## config.mk

```make
export PLATFORM = sky130hd
export DESIGN_NAME = line_rasterizer
export DESIGN_NICKNAME = d
export VERILOG_FILES = /design/src/sv/lr_pkg.sv /design/src/sv/lr_core.sv /design/src/sv/line_rasterizer.sv
export SDC_FILE = /design/constraint.sdc
export NUM_CORES = 1
export LEC_CHECK = 0
export ABC_AREA = 1
export BUFFER_PORTS_ARGS = -buffer_cell sky130_fd_sc_hd__buf_2
export CORE_ASPECT_RATIO = 0.8
export CORE_UTILIZATION = 50
export DETAILED_ROUTE_END_ITERATION = 10
export PLACE_DENSITY = 0.76
export SYNTH_ARGS = -nofsm -noshare
export SYNTH_HDL_FRONTEND = slang
export SYNTH_HIERARCHICAL = 1
export SYNTH_SLANG_ARGS = --single-unit
```

## constraint.sdc

```tcl
create_clock -name clock -period 11.81 [get_ports clock]
set_input_delay 0.5905 -clock clock [delete_from_list [all_inputs] [get_ports clock]]
set_output_delay 0.5905 -clock clock [all_outputs]
set_load 0.03 [all_outputs]
```

## src/sv/lr_pkg.sv

```systemverilog
// Shared definitions for the line rasterizer: command codes and result flags.
// No dependencies; used by lr_core and line_rasterizer.
`default_nettype none

package lr_pkg;

   localparam logic CMD_START = 1'b0;
   localparam logic CMD_STEP  = 1'b1;

   typedef struct packed {
      logic last_pixel;
      logic pixel_valid;
   } lr_flags_type;

endpackage

`default_nettype wire

```

## src/sv/lr_core.sv

```systemverilog
// Bresenham line state and per-word pixel datapath.
// Depends on lr_pkg for command codes and the result flag struct.
`default_nettype none

module lr_core #(
   parameter int COORD_BITS = 12
) (
   input  wire                           clock,
   input  wire                           reset,
   input  wire                           load,
   input  wire                           cmd,
   input  wire  signed [COORD_BITS-1:0]  x_start,
   input  wire  signed [COORD_BITS-1:0]  y_start,
   input  wire  signed [COORD_BITS-1:0]  x_end,
   input  wire  signed [COORD_BITS-1:0]  y_end,
   output logic signed [COORD_BITS-1:0]  pixel_x,
   output logic signed [COORD_BITS-1:0]  pixel_y,
   output lr_pkg::lr_flags_type          flags
);

   localparam int DW = COORD_BITS + 1;   // delta and step count width
   localparam int EW = COORD_BITS + 3;   // error term width

   logic [COORD_BITS-1:0] cur_x_ff, cur_x_in;
   logic [COORD_BITS-1:0] cur_y_ff, cur_y_in;
   logic [EW-1:0]         err_ff, err_in;
   logic [DW-1:0]         major_ff, major_in;
   logic [DW-1:0]         minor_ff, minor_in;
   logic                  x_neg_ff, x_neg_in;
   logic                  y_neg_ff, y_neg_in;
   logic                  x_major_ff, x_major_in;
   logic [DW-1:0]         steps_ff, steps_in;
   logic                  active_ff, active_in;

   logic [DW-1:0]         dx, dy, adx, ady, s_major, s_minor;
   logic                  s_x_major;
   logic [EW-1:0]         err_init;
   logic                  minor_move;
   logic                  move_x, move_y;
   logic [COORD_BITS-1:0] step_x, step_y;
   logic [EW-1:0]         err_step;

   // start setup: deltas, major axis, first error term
   always_comb begin
      dx = {x_end[COORD_BITS-1], x_end} - {x_start[COORD_BITS-1], x_start};
      dy = {y_end[COORD_BITS-1], y_end} - {y_start[COORD_BITS-1], y_start};
      adx = dx[DW-1] ? (~dx + DW'(1)) : dx;
      ady = dy[DW-1] ? (~dy + DW'(1)) : dy;
      s_x_major = adx > ady;
      s_major = s_x_major ? adx : ady;
      s_minor = s_x_major ? ady : adx;
      err_init = {1'b0, s_minor, 1'b0} - {2'b00, s_major};
   end

   // one step along the major axis
   always_comb begin
      minor_move = !err_ff[EW-1] && (err_ff != '0);
      err_step = err_ff + {1'b0, minor_ff, 1'b0}
                 - (minor_move ? {1'b0, major_ff, 1'b0} : EW'(0));
      move_x = x_major_ff || minor_move;
      move_y = !x_major_ff || minor_move;
      step_x = !move_x ? cur_x_ff
             : (x_neg_ff ? cur_x_ff - COORD_BITS'(1) : cur_x_ff + COORD_BITS'(1));
      step_y = !move_y ? cur_y_ff
             : (y_neg_ff ? cur_y_ff - COORD_BITS'(1) : cur_y_ff + COORD_BITS'(1));
   end

   always_comb begin
      cur_x_in   = cur_x_ff;
      cur_y_in   = cur_y_ff;
      err_in     = err_ff;
      major_in   = major_ff;
      minor_in   = minor_ff;
      x_neg_in   = x_neg_ff;
      y_neg_in   = y_neg_ff;
      x_major_in = x_major_ff;
      steps_in   = steps_ff;
      active_in  = active_ff;
      pixel_x    = '0;
      pixel_y    = '0;
      flags      = '0;
      case (cmd)
         lr_pkg::CMD_START: begin
            cur_x_in   = x_start;
            cur_y_in   = y_start;
            err_in     = err_init;
            major_in   = s_major;
            minor_in   = s_minor;
            x_neg_in   = dx[DW-1];
            y_neg_in   = dy[DW-1];
            x_major_in = s_x_major;
            steps_in   = s_major;
            active_in  = s_major != '0;
            pixel_x    = x_start;
            pixel_y    = y_start;
            flags.last_pixel  = s_major == '0;
            flags.pixel_valid = 1'b1;
         end
         lr_pkg::CMD_STEP: begin
            // no line: drop the step, state holds
            if (active_ff) begin
               cur_x_in  = step_x;
               cur_y_in  = step_y;
               err_in    = err_step;
               steps_in  = steps_ff - DW'(1);
               active_in = steps_ff != DW'(1);
               pixel_x   = step_x;
               pixel_y   = step_y;
               flags.last_pixel  = steps_ff == DW'(1);
               flags.pixel_valid = 1'b1;
            end
         end
         default: begin
            flags = '0;
         end
      endcase
   end

   always_ff @(posedge clock) begin
      if (reset) begin
         cur_x_ff   <= '0;
         cur_y_ff   <= '0;
         err_ff     <= '0;
         major_ff   <= '0;
         minor_ff   <= '0;
         x_neg_ff   <= 1'b0;
         y_neg_ff   <= 1'b0;
         x_major_ff <= 1'b0;
         steps_ff   <= '0;
         active_ff  <= 1'b0;
      end else if (load) begin
         cur_x_ff   <= cur_x_in;
         cur_y_ff   <= cur_y_in;
         err_ff     <= err_in;
         major_ff   <= major_in;
         minor_ff   <= minor_in;
         x_neg_ff   <= x_neg_in;
         y_neg_ff   <= y_neg_in;
         x_major_ff <= x_major_in;
         steps_ff   <= steps_in;
         active_ff  <= active_in;
      end
   end

   a_active_has_steps: assert property (@(posedge clock) disable iff (reset)
      active_ff |-> steps_ff != '0)
      else $error("active line with no steps left");

   a_minor_le_major: assert property (@(posedge clock) disable iff (reset)
      active_ff |-> minor_ff <= major_ff)
      else $error("minor delta exceeds major delta");

   a_idle_step_holds: assert property (@(posedge clock) disable iff (reset)
      load && cmd == lr_pkg::CMD_STEP && !active_ff
      |=> $stable(cur_x_ff) && $stable(cur_y_ff) && $stable(err_ff) && !active_ff)
      else $error("step with no line changed state");

endmodule

`default_nettype wire

```

## src/sv/line_rasterizer.sv

```systemverilog
// Top level of the Bresenham line rasterizer: handshake and result register.
// Depends on lr_pkg and lr_core.
//
//   channel | ports                                   | direction
//   req     | req_valid/ready, cmd, x/y_start, x/y_end | in
//   rsp     | rsp_valid/ready, pixel_x/y, last, valid  | out
//
// One word per cycle while no response is held waiting: each request word is
// resolved in the cycle it is taken, and its result lands in the response
// register on the next edge.
// Reset clears the line state and empties the response register.
// A low rsp_ready stalls the request side only while a response is waiting.
`default_nettype none

module line_rasterizer #(
   parameter int COORD_BITS = 12
) (
   input  wire                          clock,
   input  wire                          reset,
   input  wire                          req_valid,
   output logic                         req_ready,
   input  wire                          req_cmd,
   input  wire  signed [COORD_BITS-1:0] req_x_start,
   input  wire  signed [COORD_BITS-1:0] req_y_start,
   input  wire  signed [COORD_BITS-1:0] req_x_end,
   input  wire  signed [COORD_BITS-1:0] req_y_end,
   output logic                         rsp_valid,
   input  wire                          rsp_ready,
   output logic signed [COORD_BITS-1:0] rsp_pixel_x,
   output logic signed [COORD_BITS-1:0] rsp_pixel_y,
   output logic                         rsp_last_pixel,
   output logic                         rsp_pixel_valid
);

   logic                         accept;
   logic signed [COORD_BITS-1:0] core_x, core_y;
   lr_pkg::lr_flags_type         core_flags;

   logic                         rsp_valid_ff;
   logic signed [COORD_BITS-1:0] pixel_x_ff;
   logic signed [COORD_BITS-1:0] pixel_y_ff;
   lr_pkg::lr_flags_type         flags_ff;

   assign req_ready = !rsp_valid_ff || rsp_ready;
   assign accept    = req_valid && req_ready;

   lr_core #(
      .COORD_BITS (COORD_BITS)
   ) u_core (
      .clock   (clock),
      .reset   (reset),
      .load    (accept),
      .cmd     (req_cmd),
      .x_start (req_x_start),
      .y_start (req_y_start),
      .x_end   (req_x_end),
      .y_end   (req_y_end),
      .pixel_x (core_x),
      .pixel_y (core_y),
      .flags   (core_flags)
   );

   always_ff @(posedge clock) begin
      if (reset) begin
         rsp_valid_ff <= 1'b0;
      end else if (accept) begin
         rsp_valid_ff <= 1'b1;
      end else if (rsp_ready) begin
         rsp_valid_ff <= 1'b0;
      end
   end

   always_ff @(posedge clock) begin
      if (accept) begin
         pixel_x_ff <= core_x;
         pixel_y_ff <= core_y;
         flags_ff   <= core_flags;
      end
   end

   assign rsp_valid       = rsp_valid_ff;
   assign rsp_pixel_x     = pixel_x_ff;
   assign rsp_pixel_y     = pixel_y_ff;
   assign rsp_last_pixel  = flags_ff.last_pixel;
   assign rsp_pixel_valid = flags_ff.pixel_valid;

   a_start_gives_pixel: assert property (@(posedge clock) disable iff (reset)
      accept && req_cmd == lr_pkg::CMD_START |=> rsp_valid_ff && flags_ff.pixel_valid)
      else $error("start word did not produce a pixel");

   a_last_is_valid: assert property (@(posedge clock) disable iff (reset)
      rsp_valid_ff && flags_ff.last_pixel |-> flags_ff.pixel_valid)
      else $error("last flag on an invalid pixel");

   a_invalid_is_zero: assert property (@(posedge clock) disable iff (reset)
      rsp_valid_ff && !flags_ff.pixel_valid |-> pixel_x_ff == '0 && pixel_y_ff == '0)
      else $error("invalid pixel carries coordinates");

endmodule

`default_nettype wire
```

==> results of run 1 <==
## cell type report
class / instances / area, µm² / share of cell area
Inverter: 310 / 1160 / 0.108
Timing Repair Buffer: 86 / 445 / 0.0415
Tap cell: 258 / 323 / 0.0301
Sequential cell: 109 / 2440 / 0.228
Clock buffer: 11 / 254 / 0.0237
Multi-Input combinational cell: 1040 / 6050 / 0.564
Clock inverter: 5 / 53.8 / 0.00501
## where the power goes
group / total (W) / switching (W) / leakage [nW] / internal [W]
combinational: 0.00139 / 0.000922 / 4.72 / 0.000464
sequential: 0.000455 / 0.0000269 / 0.944 / 0.000428
clock: 0.000318 / 0.000157 / 0.150 / 0.000161
total: 0.00216 / 0.00111 / 5.82 / 0.00105
## routing by layer
metal	part of all wire	wire length, µm
met5	0	0
met4	0.014	361
met3	0.077	2000
met2	0.42	10900
met1	0.49	12800
## flip-flops by register name, indices dropped and copies added, names as in the netlist
| signal | flops |
|---|---|
| u_core/major_ff | 13 |
| rsp_pixel_x | 12 |
| u_core/steps_ff | 13 |
| u_core/x_neg_ff | 1 |
| u_core/y_neg_ff | 1 |
| rsp_valid | 1 |
| u_core/active_ff | 1 |
| u_core/cur_y_ff | 12 |
| rsp_pixel_valid | 1 |
| u_core/x_major_ff | 1 |
| rsp_pixel_y | 12 |
| rsp_last_pixel | 1 |
| u_core/cur_x_ff | 12 |
| u_core/err_ff | 15 |
| u_core/minor_ff | 13 |
## worst register-to-register path, stage by stage (launching register included)
cell and delay, ps:
dfxtp_1 300, inv_1 130, nand4_1 110, nor3_1 520, a41oi_1 330, inv_1 560
nor2_1 140, fa_1 500, inv_1 40, ha_1 340, nand2_1 90, nor2_1 40
a211oi_1 220, nor2_1 90, o21ai_0 170, nand2_1 90, nand2_1 80, nand2_1 60
a21oi_1 220, o21ai_0 180, nand3_1 100, nand2_1 70, nand2_1 90, nand2_1 60
a21oi_1 160, xor2_1 180, a21oi_1 80, a21oi_1 170
## kinds of logic (layout without fill, tap and decap cells)
family / count (synthesis) / after routing / share of synthesized area
adders and majority gates: 103 / 103 / 0.145
AOI/OAI and AO/OA: 339 / 339 / 0.194
DFF: 109 / 109 / 0.248
xor gates and xnor gates: 39 / 39 / 0.0347
buffers and inverters: 356 / 412 / 0.138
and+or+nand+nor: 559 / 559 / 0.239
## final timing paths
kind / startpoint / endpoint / slack [ps]
hold / removal: u_core/major_ff[0] / u_core/major_ff[0] / 470
hold reg to reg: u_core/major_ff[0] / u_core/major_ff[0] / 470
setup reg to reg: u_core/err_ff[2] / u_core/err_ff[14] / 6640
setup / recovery: req_x_start[0] / u_core/err_ff[12] / 5000
## through the flow
| stage | setup WS (ps) | hold WS, ps | power (W) | cells | util |
|---|---|---|---|---|---|
| after floorplan | 5790 | 445 | 0.00151 | 1505 | - |
| after global placement | 4990 | 453 | 0.00179 | 1803 | 0.545 |
| after detailed placement | 4770 | 458 | 0.00181 | 1803 | 0.545 |
| after CTS | 5150 | 470 | 0.00214 | 1819 | 0.561 |
| after global routing | 4390 | 487 | 0.00236 | 1819 | 0.561 |
| final | 5000 | 467 | 0.00216 | 1819 | 0.561 |
## layout by cell type, fill, tap and decap left out, drive strengths merged, types with 2 or more instances in the layout
cell type	n
a211oi	2
fa	19
xor2	34
nor3	8
a21oi	137
and2	3
a22oi	2
edfxtp	26
ha	84
o31ai	2
a221oi	2
nand3	71
o311ai	2
inv	309
clkbuf	11
nand3b	8
dfxtp	83
o21ai	127
xnor2	5
clkinv	6
or2	7
nor2	121
nand4	9
o211ai	40
nor4	5
o21a	3
o21bai	7
a21o	5
buf	86
nand2	324
a31oi	4
o221ai	3
==> run metrics, run 1 <==
status complete, no violations; Clock Path Buffers 2; worst stage delay on the critical path 390 ps; first-pass GRT wire length 42.7 mm; Antenna Cells 0; PD cells 201 nW/µm²; clock transition at the registers of the reported paths 80 ps; Mapped Avg Cell Area 6.54 µm²; Unique masters post-synth 50; worst hold path class register to register; Critical Path Sink Type register; fin nets 1,712; Synthesis Warnings 6; clock root buffer clkbuf_16; worst vdd ir 0.000124 V; Worst-Skew Late Latency 360 ps; Final min period 6810 ps; Crit Path Class input port to register; met3 global-route usage 0.0519; Slowest cell on crit path fa_1; number of synthesized register bits 109; DRT iter0 DRCs 687; DR pass1 iterations 7; WP data arrival 7070 ps; layout cell share with drive strength beyond 1 0.0858; Post-Synthesis Net Count 1,661; H-tree levels 3; Synth top area share 0.169; Ports 81; per-cell routed wire length 14.3 µm; TritonCTS clock tree yes; CP Data Required Time 12,070 ps; register area share after synthesis 0.248; Fmax 0.147 GHz; number of I/O port buffers 80; final period utilization 0.576; Slew @ Worst Pin 1220 ps; Post-Route WL 26.1 mm; vias in the first global route 8,782; largest net degree at the start of global routing 70; die span in y 127 µm; RSZ-0062 raised after global routing no; count leader, synth nand2_1; Leakage 5.82 nW; Hold Crit Depth 2; clock skew 10.2 ps; Mapped Cells 1,505; gpl congestion 0.933; cts repair resizes 0; GR Util met1 0.370; max-cap violations 0; Worst Setup Start Kind input port; Final Setup Violations 0; cell repeated most along the worst path nand2_1; design area 10,700 µm²; Initial Util 0.514; setup tns final 0 ps; Placeable Area 19,100 µm²; # hold bufs at CTS 0; Placed Area 10,400 µm²; Residual DRC 0; number of CTS-inserted buffers 9; Post-CTS Setup Inserts 0; Async S/R FF share, synth 0; gr busiest metal met2; Post-synth EDFFs 26; Final Hold Fails 0; synthesized area 9840 µm²; prevailing post-synth register cell dfxtp_1; WP depth 42; Detail Route Antenna Nets 0; Synth-to-Final Area Change 9.05%; total gr overflow 0; synth top area cells dfxtp_1, nand2_1, inv_1, ha_1, edfxtp_1; Worst Path Buf+Inv 6; Final Max Tran Viols 0; GRT Overall Usage 0.261; detailed placement HPWL 19.7 mm; worst reg2reg path depth 27; commonest cells in the netlist nand2_1, inv_1, a21oi_1, nor2_1, o21ai_0; Die Width 159 µm; full die area 20,300 µm²; Rel. slew slack 0.188; # rows 45; CP max FO 41; initial antenna violation count 0; top cell family by delay on the critical path simple AND/OR/NAND/NOR gates; largest area contributor in the synthesized netlist dfxtp_1; DR vias/cell 5.33; Clock Sinks 109; fill cell total of the finished layout 1,867; met2 GRT Util 0.408; vias 9,696
Note: power is estimated with default switching activity, not from simulation.
==> run 2, diff against run 1 <==
- PLACE_DENSITY: 0.76 -> 0.78
- clock period: 11.81 -> 5.9 ns (I/O delays scaled with it)
==> run 2 against run 1 <==
Count of clock-buffer cells in the layout shrank 2. Worst hold slack worse by 270 ps. Combinational power rose by 140%. Final cell count is 3.5% higher. Worst setup slack worse by 4600 ps. Sequential power grew 100%. Global-route usage up 0.42 points. Flip-flop and latch count did not move. Clock power is 94% higher. First-iteration DRC count grew 26%. Total power rose by 130%. Final area up 5.4%.
==> run metrics, run 2 (synthesis gave the netlist of run 1 again) <==
Residual DRC 0 (unchanged); cell repeated most along the worst path nand2_1 (unchanged); Fmax 0.182 GHz; Largest Register u_core/err_ff (unchanged); first-pass GRT wire length 43.6 mm (was 42.7 mm); H-tree levels 3 (unchanged); PD cells 433 nW/µm² (was 201 nW/µm²); most frequent cells in the layout nand2_1, inv_1, a21oi_1, nor2_1, o21ai_0 (unchanged); Detail Route Antenna Nets 0 (unchanged); full die area 20,300 µm² (unchanged); Clock Path Buffers 2 (unchanged); DRT iter0 DRCs 869 (was 687); clock root buffer clkbuf_16 (unchanged); Placeable Area 19,100 µm² (unchanged); Slowest cell on crit path fa_1 (unchanged); number of I/O port buffers 80 (unchanged); Final Hold Fails 0 (unchanged); fin nets 1,775 (was 1,712); design area 11,300 µm² (was 10,700 µm²); layout cell share with drive strength beyond 1 0.131 (was 0.0858); final period utilization 0.930; largest net degree at the start of global routing 70 (unchanged); Final Setup Violations 0 (unchanged); Antenna Cells 0 (unchanged); Clock Sinks 109 (unchanged); Worst-Skew Late Latency 370 ps (was 360 ps); total power 0.00490 W (was 0.00216 W); status complete, no violations (unchanged); Initial Util 0.514 (unchanged); Worst Path Buf+Inv 9 (was 6); detailed placement HPWL 20.6 mm (was 19.7 mm); Critical Path Sink Type register (unchanged); Worst Setup Start Kind input port (unchanged); top cell family by delay on the critical path simple AND/OR/NAND/NOR gates (unchanged); Final min period 5490 ps; worst vdd ir 0.000310 V (was 0.000124 V); Crit Path Class input port to register (unchanged); Post-Route WL 26.7 mm (was 26.1 mm); Placed Area 10,900 µm² (was 10,400 µm²); CP max FO 8 (was 41); Slew @ Worst Pin 1190 ps (was 1220 ps); Die Width 159 µm (unchanged); worst stage delay on the critical path 380 ps (was 390 ps); Leakage 6.13 nW (was 5.82 nW); per-cell routed wire length 14.2 µm (was 14.3 µm); Ports 81 (unchanged); vias 9,953 (was 9,696); Worst Slack Setup Final 411 ps (was 5000 ps); Synth-to-Final Area Change 14.9% (was 9.05%); number of CTS-inserted buffers 9 (unchanged); WP data arrival 5790 ps (was 7070 ps); # rows 45 (unchanged); TritonCTS clock tree yes (unchanged); Setup WS pre-CTS -148 ps (was 4770 ps); max-cap violations 0 (unchanged); max reg flops 15 (unchanged); initial antenna violation count 0 (unchanged); gpl congestion 0.910 (was 0.933); clock skew 8.02 ps (was 10.2 ps); Rel. slew slack 0.205 (was 0.188); GRT Overall Usage 0.266 (was 0.261); Fin Hold WS 193 ps (was 467 ps); DR pass1 iterations 7 (unchanged); die span in y 127 µm (unchanged); Final Max Tran Viols 0 (unchanged); most common cell after layout, fill and taps aside nand2_1 (unchanged); CP Data Required Time 6200 ps (was 12,070 ps); vias in the first global route 8,960 (was 8,782); clock transition at the registers of the reported paths 80 ps (about the same); DR vias/cell 5.29 (was 5.33); total gr overflow 0 (unchanged); worst hold path class input port to register (was register to register)
run 2: changes by cell type in the layout (fill, tap and decap cells not counted), moves of 3 or more:
| cell | previous run | this run |
|---|---|---|
| nor3_1 | 8 | 5 |
| nor3_2 | 0 | 3 |
| buf_4 | 6 | 68 |
| o21ai_1 | 7 | 10 |
| xor2_2 | 0 | 3 |
| xor2_1 | 34 | 31 |
| o21ai_0 | 116 | 110 |
run 2: final timing paths:
path / startpoint / to / slack, ps / cells past startpoint
worst max register to register: u_core/err_ff[5] / u_core/err_ff[14] / 1090 / 27
worst max-delay path: req_y_end[0] / u_core/err_ff[14] / 410 / 47
worst min register to register: u_core/major_ff[0] / u_core/major_ff[0] / 470 / 2
worst min-delay path: rsp_ready / rsp_valid / 190 / 4
run 2: metrics by stage:
| step | std cells | utilization | TNS (ps) |
|---|---|---|---|
| after global placement | 1863 | 0.568 | -18.1 |
| after floorplan | 1505 | - | 0 |
| after global routing | 1882 | 0.591 | -43.1 |
| after CTS | 1879 | 0.584 | 0 |
| after detailed placement | 1863 | 0.568 | -291 |
| final | 1882 | 0.591 | 0 |
run 2: area by class of cell:
class                      instances  area (µm²)
sequential                       109        2440
multi-input combinational       1040        6160
clock inverter                     7        68.8
clock buffer                       9         225
inverter                         310        1160
timing repair buffer             149         926
fill                            1806        7830
tap                              258         323
run 2: layer usage:
layer | up-vias | GRT usage | share of wire
li1 | 5060 | - | -
met1 | 4562 | 0.380 | 0.50
met2 | 306 | 0.404 | 0.42
met3 | 25 | 0.0604 | 0.074
met4 | 0 | 0.0633 | 0.014
met5 | - | 0 | 0
run 2: repair_timing:
item,4_1_cts,5_1_grt
hold buffers,0,0
endpoints found under the setup margin,0,4
buffers inserted,0,3
resized for setup,0,30
run 2: worst register-to-register path, cell delays in order (launching register included):
cell	delay, ps
dfxtp_1	310
inv_1	130
nand4_1	120
nor3_1	440
a41oi_1	340
inv_1	290
nor2_1	80
fa_1	480
inv_1	40
ha_1	340
nand2_1	90
nor2_1	40
a211oi_1	250
nor2_1	90
o21ai_0	160
nand2_1	110
nand2_1	90
nand2_1	60
a21oi_1	230
o21ai_0	190
nand3_1	100
nand2_1	70
nand2_1	80
nand2_1	50
a21oi_1	140
xor2_1	170
a21oi_1	80
a21oi_1	160
run 2: report_power, final:
part | total, W | switching, W | leakage (nW) | internal, W
registers | 0.000911 | 0.0000541 | 0.944 | 0.000857
logic | 0.00337 | 0.00207 | 5.05 | 0.00130
clock network | 0.000618 | 0.000320 | 0.142 | 0.000298
